### config.mk
export PLATFORM = sky130hd
export DESIGN_NAME = psb_fifo
export DESIGN_NICKNAME = d
export VERILOG_FILES = /design/src/rtl/psb_pkg.sv /design/src/rtl/psb_fifo.sv
export SDC_FILE = /design/constraint.sdc
export NUM_CORES = 1
export LEC_CHECK = 0
export BUFFER_PORTS_ARGS = -buffer_cell sky130_fd_sc_hd__buf_2
export CAP_MARGIN = 10
export CORE_MARGIN = 2
export CORE_UTILIZATION = 45
export CTS_CLUSTER_SIZE = 25
export DETAILED_ROUTE_END_ITERATION = 7
export GPL_ROUTABILITY_DRIVEN = 0
export REMOVE_ABC_BUFFERS = 1
export SLEW_MARGIN = 0
export SYNTH_ARGS = -nofsm -noshare
export SYNTH_HDL_FRONTEND = slang
export SYNTH_SLANG_ARGS = --single-unit
### constraint.sdc
create_clock -name clock -period 17.5 [get_ports clock]
set_input_delay 3.5 -clock clock [delete_from_list [all_inputs] [get_ports clock]]
set_output_delay 3.5 -clock clock [all_outputs]
set_load 0.05 [all_outputs]
### src/rtl/psb_pkg.sv
// shared types, constants and codes for the point submap binning block
package psb_pkg;

   localparam int COORD_BITS_DEF = 24;
   localparam int GRID_CELLS_DEF = 65536;
   localparam int DIV_BITS       = 32;
   localparam int BOUND_BITS     = 24;
   localparam int SIZE_BITS      = 16;
   localparam int AXIS_BITS      = BOUND_BITS + 1;
   localparam int CSR_INDEX_BITS = 3;
   localparam int CSR_DATA_BITS  = 2 * BOUND_BITS;
   localparam int QUEUE_DEPTH    = 4;

   localparam logic [SIZE_BITS-1:0]     SIZE_RESET   = 16'd1280;
   localparam logic [SIZE_BITS-1:0]     MARGIN_RESET = 16'd128;

   localparam logic [1:0] ST_OK     = 2'd0;
   localparam logic [1:0] ST_OUT    = 2'd1;
   localparam logic [1:0] ST_HALTED = 2'd2;

   typedef enum logic [CSR_INDEX_BITS-1:0] {
      REG_SIZE_X   = 3'd0,
      REG_SIZE_Y   = 3'd1,
      REG_SIZE_Z   = 3'd2,
      REG_MARGIN   = 3'd3,
      REG_BOUNDS_X = 3'd4,
      REG_BOUNDS_Y = 3'd5,
      REG_BOUNDS_Z = 3'd6
   } reg_index_type;

   typedef struct packed {
      logic [2:0][SIZE_BITS-1:0]     size;
      logic [SIZE_BITS-1:0]          margin;
      logic [2:0][CSR_DATA_BITS-1:0] bounds;
   } cfg_type;

   typedef struct packed {
      logic [1:0]                status;
      logic [31:0]               pn;
      logic [2:0][AXIS_BITS-1:0] rel;
      logic [2:0][AXIS_BITS-1:0] n;
      logic [2:0]                lo_off;
      logic [2:0]                hi_off;
   } queue_entry_type;

   typedef struct packed {
      logic        last;
      logic [1:0]  status;
      logic        first;
      logic        home;
      logic        fresh;
      logic [15:0] slot;
      logic [15:0] cell_idx;
      logic [31:0] pn;
   } result_type;

endpackage

### src/rtl/psb_fifo.sv
// short queue of classified points between front and back
module psb_fifo import psb_pkg::*; #(
   parameter int DEPTH = QUEUE_DEPTH
) (
   input  logic            clock,
   input  logic            reset,
   input  logic            push_valid,
   output logic            push_ready,
   input  queue_entry_type push_data,
   output logic            pop_valid,
   input  logic            pop_ready,
   output queue_entry_type pop_data
);

   localparam int PTR_BITS = $clog2(DEPTH);

   queue_entry_type     mem_ff [DEPTH];
   logic [PTR_BITS-1:0] wptr_ff, wptr_in, rptr_ff, rptr_in;
   logic [PTR_BITS:0]   count_ff, count_in;
   logic                do_push, do_pop;

   always_comb begin
      push_ready = count_ff != (PTR_BITS + 1)'(DEPTH);
      pop_valid  = count_ff != '0;
      pop_data   = mem_ff[rptr_ff];
      do_push    = push_valid && push_ready;
      do_pop     = pop_valid && pop_ready;
      wptr_in    = do_push ? ((wptr_ff == PTR_BITS'(DEPTH - 1)) ? '0 : wptr_ff + 1'b1)
                           : wptr_ff;
      rptr_in    = do_pop ? ((rptr_ff == PTR_BITS'(DEPTH - 1)) ? '0 : rptr_ff + 1'b1)
                          : rptr_ff;
      count_in   = count_ff + (PTR_BITS + 1)'(do_push) - (PTR_BITS + 1)'(do_pop);
   end

   always_ff @(posedge clock) begin
      if (reset) begin
         wptr_ff  <= '0;
         rptr_ff  <= '0;
         count_ff <= '0;
      end else begin
         wptr_ff  <= wptr_in;
         rptr_ff  <= rptr_in;
         count_ff <= count_in;
      end
      if (do_push) mem_ff[wptr_ff] <= push_data;
   end

endmodule

# After elaboration in Yosys (flattened, before gate mapping)
# Memory sizes are Yosys's and may differ from the RTL's. A register that Yosys moved wholly into a read port is not among the register bits.
# Index checks and enable logic that the tools add are counted.
# W data, S select, Z words.
# classes
n_addsub	4
n_eq_ne	3
mux	6
n_reduce_logical	3
# op_table
op	count
$mux W2	4
$add A2 B1 Y2 const B	2
$eq A2 B2 Y1 const B	2
$add A3 B1 Y3	1
$ne A3 B3 Y1 const B	1
$reduce_bool A3 Y1	1
$sub A3 B1 Y3	1
$logic_and A1 B1 Y1	2
$mux W1	2
# totals
regBits	7
mem_bits_rw	760
inputBits	194
out_inout_bits	192
wordCells	20
n_memories	1
# mem_list
name	depth	width	rd	rd_ports_with_merged_regs	wr	line_no	text
mem_ff	4	190	1	1	1	psb_fifo.sv:17	queue_entry_type mem_ff [DEPTH];

# Longest topological paths before layout
# depth
ltp_word	4
ltp_mapped	11
ltp_nobuf	10

# Worst setup path before layout
# No wires, ideal clock.
# synth_timing
kind	input port to flip-flop
start	in push_valid
end	mem mem_ff[2][0] in the netlist's numbering (enable)
setup_ns	0.575
arrival_time_ns	7.894
t_required_ns	16.925
setup_slack_ns	9.032
path_stages	1
n_path_buf	0
cell_sequence	and3_1
# synth_between
elab_chain_cells	3
# synth_rtl
item	line_no	text
start, declared	psb_fifo.sv:7	input logic push_valid,
$logic_and A1 B1 Y1	psb_fifo.sv:26	do_push = push_valid && push_ready;
$mux W1	psb_fifo.sv:45	if (do_push) mem_ff[wptr_ff] <= push_data;
$mux W1 (implied by the code)	psb_fifo.sv:45	
end, declared	psb_fifo.sv:17	
# Every way passes these cells.

==> run summary <==
DP HPWL: 33.0 mm
critical path type: register to primary output
num ports: 386
fraction of layout instances using a drive strength above 1: 45.9%
Slew headroom: 30.8%
number of setup buffers added after CTS: 0
Worst EP required: 14.00 ns
cell area after synthesis: 27800 µm²
Pleak: 11.0 nW
Syn Inst Count: 1041
H-tree Lvls: 3
Yosys reg bits: 769
slowest cell on the critical path: buf_4
total gr overflow: 0
Die Area: 63900 µm²
Initial DRC Count: 788
worst r2r src: count_ff[1]
effective utilization at floorplan: 45.3%
clock buffer depth: 3
Placed Cells: 2191
slowest stage delay, CP: 0.89 ns
Tot GR Track Use: 17.5%
Hold Violations, Final: 0
CTS tree: done
CP Depth: 4
final net count: 1684
most common cell in the netlist: edfxtp_1
sequential fraction of the synthesis area: 82.6%
Post-synth ARST share: 0%
worst flop-to-flop path endpoint: mem_ff[0][20]
Max Cap Viol: 0
Die Y: 253 µm
fin crit share: 41.8%
Worst Tran Pin Value: 1.04 ns
total number of vias: 12500
min Tclk post-route: 7.32 ns
WL/cell: 23.9 µm
CTS Hold Bufs: 0
Setup crit start kind: register
DR DRC count: 0
area grow syn2layout: 18.9%
Final Skew: 0.0221 ns
pre-CTS setup slack: 10.60 ns
Synth Warn #: 0
core area: 61500 µm²
remaining antenna violation count: 0
Synth top area share: 82.0%
CTS clk-pin slew, worst paths: 0.06 ns
Final Instance Count excl. Fillers: 2343
wirelength, routed: 56.0 mm
Max Fclk: 137 MHz
first drt pass iteration count: 7
main flop type after synthesis: edfxtp_1
first-pass GRT wire length: 82.9 mm
EDFF count, synth: 760
most used cell along the critical path: buf_4
number of max-slew violations in the final report: 0
Worst VDD drop: 0.0915 mV
syn avg cell area: 26.7 µm²
Die Span X: 253 µm
clock root cell: clkbuf_16
Worst Path Arrival: 3.82 ns
Buffers & Inverters on Critical Path: 3
CTS sink cnt: 769
Hold Path Class: register to register
Synth area leaders: edfxtp_1, mux4_2, dfxtp_1
post-CTS sizing: 0
Max FO, Critical Path: 50
IO Port Bufs: 385
CTS Buf Count: 79
setup tns final: 0 ns
top post-synthesis cells by count: edfxtp_1, mux4_2, buf_2
Setup WS post-layout: 10.18 ns
final-report setup violation count: 0
Synth cell types: 25
status: completed
Total Power Consumption: 0.00550 W
site row count: 91
PwrDens: 166 nW/µm²
largest net degree at the start of global routing: 67
R2R setup slack: 14.04 ns
initial antenna violation count: 22
worst skew pair latency: 0.61 ns
RSZ-0062 raised after global routing: no
CP endpoint: pop_data[89]
cell family with most CP delay: buffers and inverters
cell breakdown of the critical path: buf_4 -> buf_4 -> mux4_2 -> buf_2
via/cell ratio: 5.32
FF-to-FF path depth: 4
nature of the critical path endpoint: primary output
Yosys top cell by area: edfxtp_1
vias in the first global route: 13200
[logic make-up after synthesis]
| kind of cell | Yosys count | share of synthesized area [%] |
|---|---|---|
| flops | 769 | 82.6 |
| mux | 192 | 15.4 |
| buf+inv | 49 | 1.06 |
| simple gates | 18 | 0.364 |
| fa+ha+maj | 8 | 0.386 |
| compound gates | 4 | 0.108 |
| xor+xnor | 1 | 0.0315 |
[flip-flops by register name, summed over array words and instances, names as in the netlist, named ones only]
name      count
count_ff      3
mem_ff      760
rptr_ff       2
wptr_ff       2
[power breakdown]
group / leakage (nW) / total [W] / internal [W] / switching (W)
combinational: 2.77 / 0.00160 / 0.000453 / 0.00115
clock: 1.19 / 0.00158 / 0.000899 / 0.000679
sequential: 7.03 / 0.00232 / 0.00226 / 0.0000567
[placed cells by master, fill, tap and decap left out, types with 9 or more instances in the layout]
cell type / instances
edfxtp_1: 760
buf_2: 385
mux4_2: 190
clkbuf_16: 80
clkbuf_1: 20
buf_4: 19
clkinv_2: 15
clkinv_1: 15
diode_2: 9
[metal layers]
layer  GRT usage [%]  share of wire, %  vias to the layer above
met4            6.48               2.6                       26
met5               0              0.29                        -
met2            28.1                50                      326
li1                -                 -                     5415
met1            22.2                40                     6591
met3            6.13               7.7                      112
[per-stage QoR]
| step | utilization [%] | area, µm² | hold slack (ns) |
|---|---|---|---|
| after floorplan | - | 27600 | 0.456 |
| after global placement | 49.9 | 30700 | 0.500 |
| after detailed placement | 49.9 | 30700 | 0.513 |
| after CTS | 53.8 | 33100 | 0.521 |
| after global routing | 53.8 | 33100 | 0.566 |
| final | 53.8 | 33100 | 0.516 |
[worst register-to-register path, stage by stage (launching register included)]
cell     delay, ns
dfxtp_1       0.44
or3b_1        0.29
and3_4        0.70
buf_4         0.69
buf_4         0.92
[worst min-delay path by stage]
| stage | startpoint | end | slack (ns) | cells past startpoint |
|---|---|---|---|---|
| 3_5_place_dp | wptr_ff[1] | wptr_ff[1] | 0.51 | 2 |
| 2_1_floorplan | rptr_ff[0] | register | 0.46 | 2 |
| 6_report | wptr_ff[1] | wptr_ff[1] | 0.52 | 2 |
| 3_3_place_gp | wptr_ff[1] | wptr_ff[1] | 0.50 | 2 |
| 5_1_grt | wptr_ff[1] | wptr_ff[1] | 0.57 | 2 |
| 4_1_cts | wptr_ff[1] | wptr_ff[1] | 0.52 | 2 |
[area by class of cell]
type,instances,area (µm²)
Timing Repair Buffer,404,2070
Antenna cell,9,22.5
Sequential cell,769,23000
Fill cell,4730,28400
Clock buffer,102,2100
Clock inverter,41,320
Tap cell,790,988
Multi-Input combinational cell,223,4570
Inverter,5,18.8
No activity file was read; power rests on OpenSTA's default activity.
