$ cat config.mk
export PLATFORM = sky130hd
export DESIGN_NAME = psb_front
export DESIGN_NICKNAME = d
export VERILOG_FILES = /design/src/rtl/psb_pkg.sv /design/src/rtl/psb_fdiv.sv /design/src/rtl/psb_front.sv
export SDC_FILE = /design/constraint.sdc
export NUM_CORES = 2
export LEC_CHECK = 0
export BUFFER_PORTS_ARGS = -buffer_cell sky130_fd_sc_hd__buf_4
export CAP_MARGIN = 40
export CORE_ASPECT_RATIO = 1.25
export CORE_UTILIZATION = 41
export CTS_CLUSTER_DIAMETER = 120
export DETAILED_ROUTE_END_ITERATION = 16
export GPL_ROUTABILITY_DRIVEN = 0
export GPL_TIMING_DRIVEN = 0
export PLACE_DENSITY_LB_ADDON = 0.12
export SLEW_MARGIN = 20
export SYNTH_ARGS = -nofsm -noshare
export SYNTH_HDL_FRONTEND = slang
export SYNTH_SLANG_ARGS = --single-unit
$ cat constraint.sdc
create_clock -name clock -period 33.7 [get_ports clock]
set_input_delay 1.685 -clock clock [delete_from_list [all_inputs] [get_ports clock]]
set_output_delay 1.685 -clock clock [all_outputs]
set_load 0.05 [all_outputs]
$ cat src/rtl/psb_pkg.sv
// shared types, constants and codes for the point submap binning block
package psb_pkg;

   localparam int COORD_BITS_DEF = 24;
   localparam int GRID_CELLS_DEF = 65536;
   localparam int DIV_BITS       = 32;
   localparam int BOUND_BITS     = 24;
   localparam int SIZE_BITS      = 16;
   localparam int AXIS_BITS      = BOUND_BITS + 1;
   localparam int CSR_INDEX_BITS = 3;
   localparam int CSR_DATA_BITS  = 2 * BOUND_BITS;
   localparam int QUEUE_DEPTH    = 4;

   localparam logic [SIZE_BITS-1:0]     SIZE_RESET   = 16'd1280;
   localparam logic [SIZE_BITS-1:0]     MARGIN_RESET = 16'd128;

   localparam logic [1:0] ST_OK     = 2'd0;
   localparam logic [1:0] ST_OUT    = 2'd1;
   localparam logic [1:0] ST_HALTED = 2'd2;

   typedef enum logic [CSR_INDEX_BITS-1:0] {
      REG_SIZE_X   = 3'd0,
      REG_SIZE_Y   = 3'd1,
      REG_SIZE_Z   = 3'd2,
      REG_MARGIN   = 3'd3,
      REG_BOUNDS_X = 3'd4,
      REG_BOUNDS_Y = 3'd5,
      REG_BOUNDS_Z = 3'd6
   } reg_index_type;

   typedef struct packed {
      logic [2:0][SIZE_BITS-1:0]     size;
      logic [SIZE_BITS-1:0]          margin;
      logic [2:0][CSR_DATA_BITS-1:0] bounds;
   } cfg_type;

   typedef struct packed {
      logic [1:0]                status;
      logic [31:0]               pn;
      logic [2:0][AXIS_BITS-1:0] rel;
      logic [2:0][AXIS_BITS-1:0] n;
      logic [2:0]                lo_off;
      logic [2:0]                hi_off;
   } queue_entry_type;

   typedef struct packed {
      logic        last;
      logic [1:0]  status;
      logic        first;
      logic        home;
      logic        fresh;
      logic [15:0] slot;
      logic [15:0] cell_idx;
      logic [31:0] pn;
   } result_type;

endpackage

$ cat src/rtl/psb_fdiv.sv
// radix-2 floor divider of a signed value by an unsigned cell size
module psb_fdiv import psb_pkg::*; (
   input  logic                        clock,
   input  logic                        reset,
   input  logic                        start,
   input  logic signed [DIV_BITS-1:0]  dividend,
   input  logic [SIZE_BITS-1:0]        divisor,
   output logic                        done,
   output logic signed [DIV_BITS-1:0]  quotient,
   output logic [SIZE_BITS-1:0]        remainder
);

   localparam int CNT_BITS = $clog2(DIV_BITS);

   logic                  busy_ff, busy_in, done_ff, done_in, neg_ff, neg_in;
   logic [CNT_BITS-1:0]   cnt_ff, cnt_in;
   logic [DIV_BITS-1:0]   mag_ff, mag_in;
   logic [SIZE_BITS-1:0]  rem_ff, rem_in, div_ff, div_in;
   logic [SIZE_BITS:0]    trial, diff;
   logic                  fits;

   always_comb begin
      trial   = {rem_ff, mag_ff[DIV_BITS-1]};
      diff    = trial - {1'b0, div_ff};
      fits    = trial >= {1'b0, div_ff};
      busy_in = busy_ff;
      done_in = 1'b0;
      neg_in  = neg_ff;
      cnt_in  = cnt_ff;
      mag_in  = mag_ff;
      rem_in  = rem_ff;
      div_in  = div_ff;
      if (start) begin
         busy_in = 1'b1;
         neg_in  = dividend < 0;
         mag_in  = (dividend < 0) ? DIV_BITS'(-dividend) : DIV_BITS'(dividend);
         rem_in  = '0;
         cnt_in  = '0;
         div_in  = divisor;
      end else if (busy_ff) begin
         mag_in = {mag_ff[DIV_BITS-2:0], fits};
         rem_in = fits ? diff[SIZE_BITS-1:0] : trial[SIZE_BITS-1:0];
         cnt_in = cnt_ff + 1'b1;
         if (cnt_ff == CNT_BITS'(DIV_BITS - 1)) begin
            busy_in = 1'b0;
            done_in = 1'b1;
         end
      end
   end

   always_ff @(posedge clock) begin
      if (reset) begin
         busy_ff <= 1'b0;
         done_ff <= 1'b0;
      end else begin
         busy_ff <= busy_in;
         done_ff <= done_in;
      end
      neg_ff <= neg_in;
      cnt_ff <= cnt_in;
      mag_ff <= mag_in;
      rem_ff <= rem_in;
      div_ff <= div_in;
   end

   always_comb begin
      done = done_ff;
      if (!neg_ff) begin
         quotient  = $signed(mag_ff);
         remainder = rem_ff;
      end else if (rem_ff == '0) begin
         quotient  = -$signed(mag_ff);
         remainder = '0;
      end else begin
         quotient  = -$signed(mag_ff) - 1;
         remainder = div_ff - rem_ff;
      end
   end

endmodule

$ cat src/rtl/psb_front.sv
// front end: bounds check, halt flag, floor division and margin classification
module psb_front import psb_pkg::*; #(
   parameter int COORD_BITS = COORD_BITS_DEF
) (
   input  logic                  clock,
   input  logic                  reset,
   input  cfg_type               cfg,
   input  logic                  cfg_write,
   input  logic                  hold,
   input  logic                  req_valid,
   output logic                  req_ready,
   input  logic [COORD_BITS-1:0] coord_x,
   input  logic [COORD_BITS-1:0] coord_y,
   input  logic [COORD_BITS-1:0] coord_z,
   output logic                  push_valid,
   input  logic                  push_ready,
   output queue_entry_type       push_data
);

   typedef enum logic [2:0] {
      F_IDLE = 3'b001,
      F_DIV  = 3'b010,
      F_PUSH = 3'b100
   } front_state_type;

   typedef enum logic [2:0] {
      PH_LO = 3'b001,
      PH_HI = 3'b010,
      PH_PT = 3'b100
   } phase_type;

   front_state_type state_ff, state_in;
   phase_type       phase_ff, phase_in;
   logic            halted_ff, halted_in, grid_ok_ff, grid_ok_in;
   logic [31:0]     pcount_ff, pcount_in;
   queue_entry_type entry_ff, entry_in;
   logic [2:0][AXIS_BITS-1:0] n_ff, n_in;
   logic signed [DIV_BITS-1:0] point_ff [3];
   logic signed [DIV_BITS-1:0] point_in [3];
   logic signed [DIV_BITS-1:0] imin_ff [3];
   logic signed [DIV_BITS-1:0] imin_in [3];

   logic signed [DIV_BITS-1:0] pt [3];
   logic signed [DIV_BITS-1:0] lo [3];
   logic signed [DIV_BITS-1:0] hi [3];
   logic signed [DIV_BITS-1:0] div_arg [3];
   logic signed [DIV_BITS-1:0] div_q [3];
   logic signed [DIV_BITS-1:0] span [3];
   logic [SIZE_BITS-1:0]       size [3];
   logic [SIZE_BITS-1:0]       div_r [3];
   logic [SIZE_BITS:0]         upper_gap;
   logic [2:0]                 div_done;
   logic                       div_start, oob, accept;

   for (genvar a = 0; a < 3; a++) begin : g_div
      psb_fdiv u_fdiv (
         .clock     (clock),
         .reset     (reset),
         .start     (div_start),
         .dividend  (div_arg[a]),
         .divisor   (size[a]),
         .done      (div_done[a]),
         .quotient  (div_q[a]),
         .remainder (div_r[a])
      );
   end

   always_comb begin
      pt[0] = DIV_BITS'($signed(coord_x));
      pt[1] = DIV_BITS'($signed(coord_y));
      pt[2] = DIV_BITS'($signed(coord_z));
      oob   = 1'b0;
      for (int a = 0; a < 3; a++) begin
         lo[a]   = DIV_BITS'($signed(cfg.bounds[a][2*BOUND_BITS-1:BOUND_BITS]));
         hi[a]   = DIV_BITS'($signed(cfg.bounds[a][BOUND_BITS-1:0]));
         size[a] = (cfg.size[a] == '0) ? SIZE_BITS'(1) : cfg.size[a];
         if (pt[a] < lo[a] || pt[a] > hi[a]) oob = 1'b1;
      end
   end

   always_comb begin
      req_ready  = (state_ff == F_IDLE) && !hold;
      accept     = req_valid && req_ready;
      push_valid = (state_ff == F_PUSH);
      push_data  = entry_ff;
      state_in   = state_ff;
      phase_in   = phase_ff;
      halted_in  = halted_ff;
      grid_ok_in = grid_ok_ff;
      pcount_in  = pcount_ff;
      entry_in   = entry_ff;
      n_in       = n_ff;
      div_start  = 1'b0;
      upper_gap  = '0;
      for (int a = 0; a < 3; a++) begin
         point_in[a] = point_ff[a];
         imin_in[a]  = imin_ff[a];
         div_arg[a]  = point_ff[a];
         span[a]     = div_q[a] - imin_ff[a];
      end
      case (state_ff)
         F_IDLE: begin
            if (accept) begin
               for (int a = 0; a < 3; a++) point_in[a] = pt[a];
               entry_in = '0;
               if (halted_ff) begin
                  entry_in.status = ST_HALTED;
                  state_in        = F_PUSH;
               end else if (oob) begin
                  entry_in.status = ST_OUT;
                  halted_in       = 1'b1;
                  state_in        = F_PUSH;
               end else begin
                  entry_in.status = ST_OK;
                  div_start       = 1'b1;
                  for (int a = 0; a < 3; a++) div_arg[a] = grid_ok_ff ? pt[a] : lo[a];
                  phase_in = grid_ok_ff ? PH_PT : PH_LO;
                  state_in = F_DIV;
               end
            end
         end
         F_DIV: begin
            if (div_done[0]) begin
               case (phase_ff)
                  PH_LO: begin
                     for (int a = 0; a < 3; a++) begin
                        imin_in[a] = div_q[a];
                        div_arg[a] = hi[a];
                     end
                     div_start = 1'b1;
                     phase_in  = PH_HI;
                  end
                  PH_HI: begin
                     for (int a = 0; a < 3; a++) n_in[a] = AXIS_BITS'(span[a] + 1);
                     grid_ok_in = 1'b1;
                     div_start  = 1'b1;
                     phase_in   = PH_PT;
                  end
                  PH_PT: begin
                     for (int a = 0; a < 3; a++) begin
                        entry_in.rel[a]    = AXIS_BITS'(span[a]);
                        entry_in.n[a]      = n_ff[a];
                        upper_gap          = {1'b0, size[a]} - {1'b0, div_r[a]};
                        entry_in.lo_off[a] = div_r[a] < cfg.margin;
                        entry_in.hi_off[a] = !(div_r[a] < cfg.margin) &&
                                             (upper_gap < {1'b0, cfg.margin});
                     end
                     entry_in.pn = pcount_ff;
                     pcount_in   = pcount_ff + 1'b1;
                     state_in    = F_PUSH;
                  end
                  default: phase_in = PH_PT;
               endcase
            end
         end
         F_PUSH: begin
            if (push_ready) state_in = F_IDLE;
         end
         default: state_in = F_IDLE;
      endcase
      if (cfg_write) grid_ok_in = 1'b0;
   end

   always_ff @(posedge clock) begin
      if (reset) begin
         state_ff   <= F_IDLE;
         phase_ff   <= PH_PT;
         halted_ff  <= 1'b0;
         grid_ok_ff <= 1'b0;
         pcount_ff  <= '0;
      end else begin
         state_ff   <= state_in;
         phase_ff   <= phase_in;
         halted_ff  <= halted_in;
         grid_ok_ff <= grid_ok_in;
         pcount_ff  <= pcount_in;
      end
      entry_ff <= entry_in;
      n_ff     <= n_in;
      for (int a = 0; a < 3; a++) begin
         point_ff[a] <= point_in[a];
         imin_ff[a]  <= imin_in[a];
      end
   end

endmodule

### After elaboration in Yosys (flattened, before gate mapping)

Memory sizes are Yosys's and may differ from the RTL's.
Cells that the tools add are included.

| operators by class | value |
|---|---|
| $add $sub $neg | 28 |
| order comparisons | 18 |
| eq/ne operators | 16 |
| multiplexer cells | 81 |
| bitwise gates (word level) | 1 |
| reduce and logical (&&, ||, !) cells | 31 |

Operator list:

| operator | number |
|---|---|
| two-way mux 96 bit | 10 |
| two-way mux 32 bit | 18 |
| two-way mux 188 bit | 3 |
| one-hot mux 188 bit (2 select lines) | 1 |
| two-way mux 16 bit | 12 |
| negation 32 bit | 6 |
| one-hot mux 96 bit (2 select lines) | 1 |
| logical NOT 16 bit | 6 |
| < comparator 32 x 1 -> 1 bit (second input constant) | 3 |
| subtractor 16 bit | 6 |
| subtractor 32 x 2 -> 32 bit (second input constant) | 3 |
| adder 25 x 2 -> 25 bit (second input constant) | 3 |
| subtractor 25 bit | 3 |
| greater-than comparator 24 bit | 3 |
| < comparator 24 bit | 3 |
| greater-or-equal comparator 17 x 16 -> 1 bit | 3 |
| < comparator 17 x 16 -> 1 bit | 3 |
| subtractor 16 x 16 -> 17 bit | 3 |
| < comparator 16 bit | 3 |
| two-way mux 3 bit | 11 |
| adder 32 x 1 -> 32 bit (second input constant) | 1 |
| two-way mux 1 bit | 21 |
| adder 5 x 1 -> 5 bit (second input constant) | 3 |
| equality test 5 bit (second input constant) | 3 |
| other kinds (19) | 43 |

| storage, ports and cells | value |
|---|---|
| register bits | 519 |
| bits in writable memories | 192 |
| input bits | 286 |
| output and inout bits | 192 |
| word-level logic and storage cells | 214 |
| memories | 2 |

Memories:

| name | depth | bits a word | read ports | clocked after Yosys merged registers in | write ports | RTL line | text |
|---|---|---|---|---|---|---|---|
| imin_ff | 3 | 32 | 3 | 0 | 3 | psb_front.sv:40 | `logic signed [DIV_BITS-1:0] imin_ff [3];` |
| point_ff | 3 | 32 | 3 | 0 | 3 | psb_front.sv:38 | `logic signed [DIV_BITS-1:0] point_ff [3];` |

### Logic depth before layout (Yosys ltp)

| logic depth | value |
|---|---|
| depth in word-level cells | 12 |
| depth in mapped cells | 28 |

### Hierarchy

A second synthesis with hierarchy kept.

| second synthesis, totals | value |
|---|---|
| cells, all modules | 5,584 |
| area, all modules | 51,968.6 sq um |

By module, submodules not included:

| module | times used | cells an instance | area an instance (sq um) |
|---|---|---|---|
| psb_front | 1 | 2,958 | 30,543.0 |
| psb_fdiv at g_div[2].u_fdiv | 1 | 892 | 7,334.5 |
| psb_fdiv at g_div[1].u_fdiv | 1 | 857 | 7,176.9 |
| psb_fdiv at g_div[0].u_fdiv | 1 | 877 | 6,914.1 |

### Worst setup path after synthesis

Ideal clock, no wire load.

| timing | value |
|---|---|
| path kind | flip-flop to flip-flop |
| from | reg state_ff[0] |
| to | reg entry_ff, in the netlist push_data[0] (enable) |
| setup time | 996 ps |
| arrival | 14,303 ps |
| required time | 32,704 ps |
| slack | 18,401 ps |
| cell stages (with the launch flop) | 5 |
| path buffers | 2 |
| period minus slack after synthesis | 15,299 ps |
| path through | dfxtp_1 or3b_2 clkbuf_1 clkbuf_1 o21ai_0 |

| between the ends | value |
|---|---|
| cells in the longest elaborated chain, start to end | 5 |
| elaborated cells on any way between the ends | 9 |
| classes of those cells | 5 x eq/ne; 4 x reduce/logical |

RTL lines:

| what | RTL line | text |
|---|---|---|
| from (decl) | psb_front.sv:32 | `front_state_type state_ff, state_in;` |
| from (signal assigned) | psb_front.sv:172 | `state_ff <= state_in;` |
| equality test 3 x 1 -> 1 bit | psb_front.sv:82, psb_front.sv:101 |  |
| logical AND 1 bit | psb_front.sv:82 | `req_ready = (state_ff == F_IDLE) && !hold;` |
| logical AND 1 bit | psb_front.sv:83 | `accept = req_valid && req_ready;` |
| inequality test 2 bit (no line) | n/a |  |
| AND reduction 4 bit (no line) * | n/a |  |
| to (signal assigned) | psb_front.sv:178 | `entry_ff <= entry_in;` |
| to (decl) | psb_front.sv:36 | `queue_entry_type entry_ff, entry_in;` |

Mark *: on every way between the ends. The rest lies on a longest branch, timed or not.
A chain may end at the register's enable or synchronous reset.

### Final worst setup path

| timing | value |
|---|---|
| from | in coord_y[19] |
| to | reg g_div[0].u_fdiv.mag_ff[22], data pin |

| between the ends | value |
|---|---|
| cells in the longest elaborated chain, start to end | 11 |
| elaborated cells on any way between the ends | 17 |
| classes of those cells | 1 x add/sub; 3 x order compare; 12 x mux; 1 x reduce/logical |

RTL lines:

| what | RTL line | text |
|---|---|---|
| from (decl) | psb_front.sv:13 | `input logic [COORD_BITS-1:0] coord_y,` |
| < comparator 24 bit / greater-than comparator 24 bit (equally long branches) | psb_front.sv:77 | `if (pt[a] < lo[a] \|\| pt[a] > hi[a]) oob = 1'b1;` |
| logical OR 1 bit * | psb_front.sv:77 |  |
| two-way mux 1 bit * (2 in series) | psb_front.sv:77 |  |
| two-way mux 96 bit | psb_front.sv:109 | `end else if (oob) begin` |
| two-way mux 96 bit | psb_front.sv:106 | `if (halted_ff) begin` |
| two-way mux 96 bit | psb_front.sv:103 | `if (accept) begin` |
| one-hot mux 96 bit (2 select lines) | psb_front.sv:101 | `case (state_ff)` |
| negation 32 bit / < comparator 32 x 1 -> 1 bit (equally long branches) | psb_fdiv.sv:36 | `mag_in = (dividend < 0) ? DIV_BITS'(-dividend) : DIV_BITS'(dividend);` |
| two-way mux 32 bit | psb_fdiv.sv:36 |  |
| two-way mux 32 bit * | psb_fdiv.sv:33 | `if (start) begin` |
| net g_div[0].u_fdiv.mag_in[22] | psb_fdiv.sv:17 | `logic [DIV_BITS-1:0] mag_ff, mag_in;` |
| to (signal assigned) | psb_fdiv.sv:61 | `mag_ff <= mag_in;` |
| to (decl) | psb_fdiv.sv:17 |  |

The timed path passes the listed nets; every way through them passes the cells marked *.

==> impl_metrics.tcl <==
set metrics [dict create \
    syn_area_sq_um 47600 \
    synth_simple_gate_area_share_pct 17.2 \
    grtUsageTotal_pct 24.4 \
    crit_required_ns 34.08 \
    post-route-period-util_pct 22.2 \
    crit_type "input pin to flop" \
    max_stage_delay_ns 0.99 \
    grt_pass1_vias 37907 \
    outcome "finished, final reports clean" \
    cp_cell_sequence "buf_4 > ha_1 > nand4_1 > nor4_2 > a21bo_1 > o21ai_2 > nor2b_1 > o31a_1 > nand4_1 > a21o_1 > buf_2 > buf_1 > a221oi_1 > ha_1 > inv_1 > a211oi_1 > nand4_1 > nor4_2 > a41oi_1 > xnor2_1 > o21ai_1" \
    overflow 0 \
    fin_hold_ws_ns 0.485 \
    path_clk_slew_ns 0.06 \
    htree_levels 3 \
    initial_utilization_pct 41.4 \
    fin_nets 6493 \
    async_flop_share_pct 0 \
    first_iter_violations 2625 \
    io_buffers 476 \
    crit_path_end_kind "flop" \
    cts_buffers 76 \
    p_per_area_nw_per_um2 62.3 \
    synth.mux.area_fraction_pct 1.26 \
    crit_top_cell "nand4_1" \
    fmax_mhz 133 \
    critPathArrivalTime_ns 7.88 \
    setup_viol 0 \
    rsz0062_at_grt "false" \
    p_leak_nw 23.2 \
    synth-compound-area-share_pct 15.3 \
    hold_viol 0 \
    rows 139 \
    cts_root_buf "clkbuf_16" \
    via_count 39306 \
    coreArea_sq_um 115000 \
    final_util_pct 48.9 \
    maxCapViolations 0 \
    grt_max_degree 49 \
    worst_pin_slew_ns 1.02 \
    cts_setup_buffers 0 \
    synth_enable_flop_cells 559 \
    tns_ns 0 \
    finClkSkew_ns 0.0390 \
    postRouteAntennaNets 0 \
    clk_latency_ns 0.67 \
    hold_class "flop to flop" \
    start_kind "input pin" \
    slew_violations 0 \
    stdcell_area_sq_um 56300 \
    cts_resized 0 \
    synthFlopType "edfxtp_1" \
    syn_to_final_growth_pct 18.3 \
    synth-adder-area-share_pct 12.6 \
    dp_hpwl_microns 117000 \
    synthXorXnorAreaFrac_pct 8.07 \
    wl_microns 146000 \
    place_area_sq_um 53700 \
    pin_count 478 \
    clockBufferDepth 3 \
    dr.pass1.iters 6 \
    synth_fp_nets 5907 \
    dieHeight_microns 383 \
    cts_tree "yes" \
    die_w_microns 307 \
    yosysSeqAreaShare_pct 39.8 \
    relSlewSlack_pct 32.1 \
    cts_hold_buf 0 \
    crit_fanout 10 \
    slowest_stage "a221oi_1" \
    cts_sinks 666 \
    synth_top_family_by_area "simple AND/OR/NAND/NOR gates" \
    dieArea_sq_um 117000 \
    viasPerCell 5.35 \
    yosysWarnings 0 \
    layout-drive-gt1-share_pct 12.1 \
    grt_pass1_wl_microns 222000 \
    drc 0 \
    fin_crit_ns 7.50 \
    synthDistinctLibCells 92 \
    syn-instance-count 5149 \
    antenna_found_initial 9 \
    ir_worst_vdd_uv 35.7 \
    synth-seq-cells 666 \
    avgSynthCellArea_sq_um 9.24 \
    wl_per_cell_microns 19.8 \
]
registers in the layout, indices dropped and copies added, names as in the netlist:
signal                cells
push_data               190
g_div.u_fdiv.mag_ff      96
imin_ff                  75
n_ff                     75
point_ff                 72
g_div.u_fdiv.div_ff      48
g_div.u_fdiv.rem_ff      48
pcount_ff                32
g_div.u_fdiv.cnt_ff      15
g_div.u_fdiv.busy_ff      3
g_div.u_fdiv.neg_ff       3
phase_ff                  3
state_ff                  3
g_div.u_fdiv.done         1
grid_ok_ff                1
halted_ff                 1
per-stage QoR:
stage	power (mW)	std cells	setup slack, ns
after detailed placement	2.66	7207	25.77
after CTS	3.52	7345	26.44
after floorplan	2.23	5149	18.40
after global placement	2.66	7176	9.07
final	3.51	7352	26.20
after global routing	3.73	7351	25.95
cells in the mapped netlist (all sizes together) (100+ instances only):
cell	number	area (sq um)
xnor2	275	2410
ha	460	5760
a21oi	309	1550
nor3	104	526
o21ai	380	1910
nand3	100	500
edfxtp	559	16800
xor2	161	1410
nor2	333	1250
inv	486	1820
clkbuf	201	756
nand2	438	1640
dfxtp	107	2140
and2	234	1460
where the power goes:
group | internal (mW) | switching, mW | total [mW] | leakage, nW
combinational | 0.632 | 0.959 | 1.59 | 16.0
sequential | 0.991 | 0.0757 | 1.07 | 6.04
clock | 0.481 | 0.370 | 0.850 | 1.23
total | 2.10 | 1.40 | 3.51 | 23.2
layer usage:
layer | global-route usage, % | routed length, microns | vias up
li1 | - | - | 19520
met1 | 31.8 | 64100 | 18430
met2 | 41.1 | 68600 | 1136
met3 | 2.79 | 7660 | 220
met4 | 9.62 | 5350 | 0
met5 | 0 | 0 | -
cells by family after synthesis:
| kind of cell | after synthesis |
|---|---|
| buffers and inverters | 714 |
| adders and majority gates | 472 |
| muxes | 59 |
| xor gates and xnor gates | 437 |
| AOI/OAI and AO/OA | 1174 |
| and+or+nand+nor | 1627 |
| DFF | 666 |
worst paths after layout:
| kind | end | cells after the start | start | slack (ns) |
|---|---|---|---|---|
| max | g_div[0].u_fdiv.mag_ff[22] | 21 | coord_y[19] | 26.20 |
| min | pcount_ff[31] | 2 | pcount_ff[31] | 0.49 |
| max reg2reg | n_ff[24] | 23 | g_div[0].u_fdiv.mag_ff[0] | 26.65 |
| min reg2reg | pcount_ff[31] | 2 | pcount_ff[31] | 0.49 |
final cells by class:
cell class | count | area (sq um)
clock inverter | 38 | 432
clock buffer | 100 | 2080
inverter | 488 | 1830
multi-input combinational | 3769 | 26000
fill | 10957 | 58700
buffer | 226 | 895
antenna | 6 | 15.0
tap | 1551 | 1940
timing repair buffer | 508 | 4170
sequential | 666 | 18900
cell usage in the layout (no fill, tap or decap), drive strengths merged, types with 107 or more instances in the layout:
cell,netlist,final
edfxtp,559,559
buf,25,533
inv,486,489
ha,460,460
nand2,438,438
o21ai,380,380
nor2,333,333
a21oi,309,309
clkbuf,201,301
xnor2,275,275
and2,234,234
xor2,161,161
dfxtp,107,107
critical path, delay by kind of cell:
kind            cells  cell delay (ns)
xor+xnor            1             0.24
fa+ha+maj           2             0.61
compound gates      8             2.63
buf+inv             4             0.89
simple gates        6             1.79
Note: power is estimated with default switching activity, not from simulation.
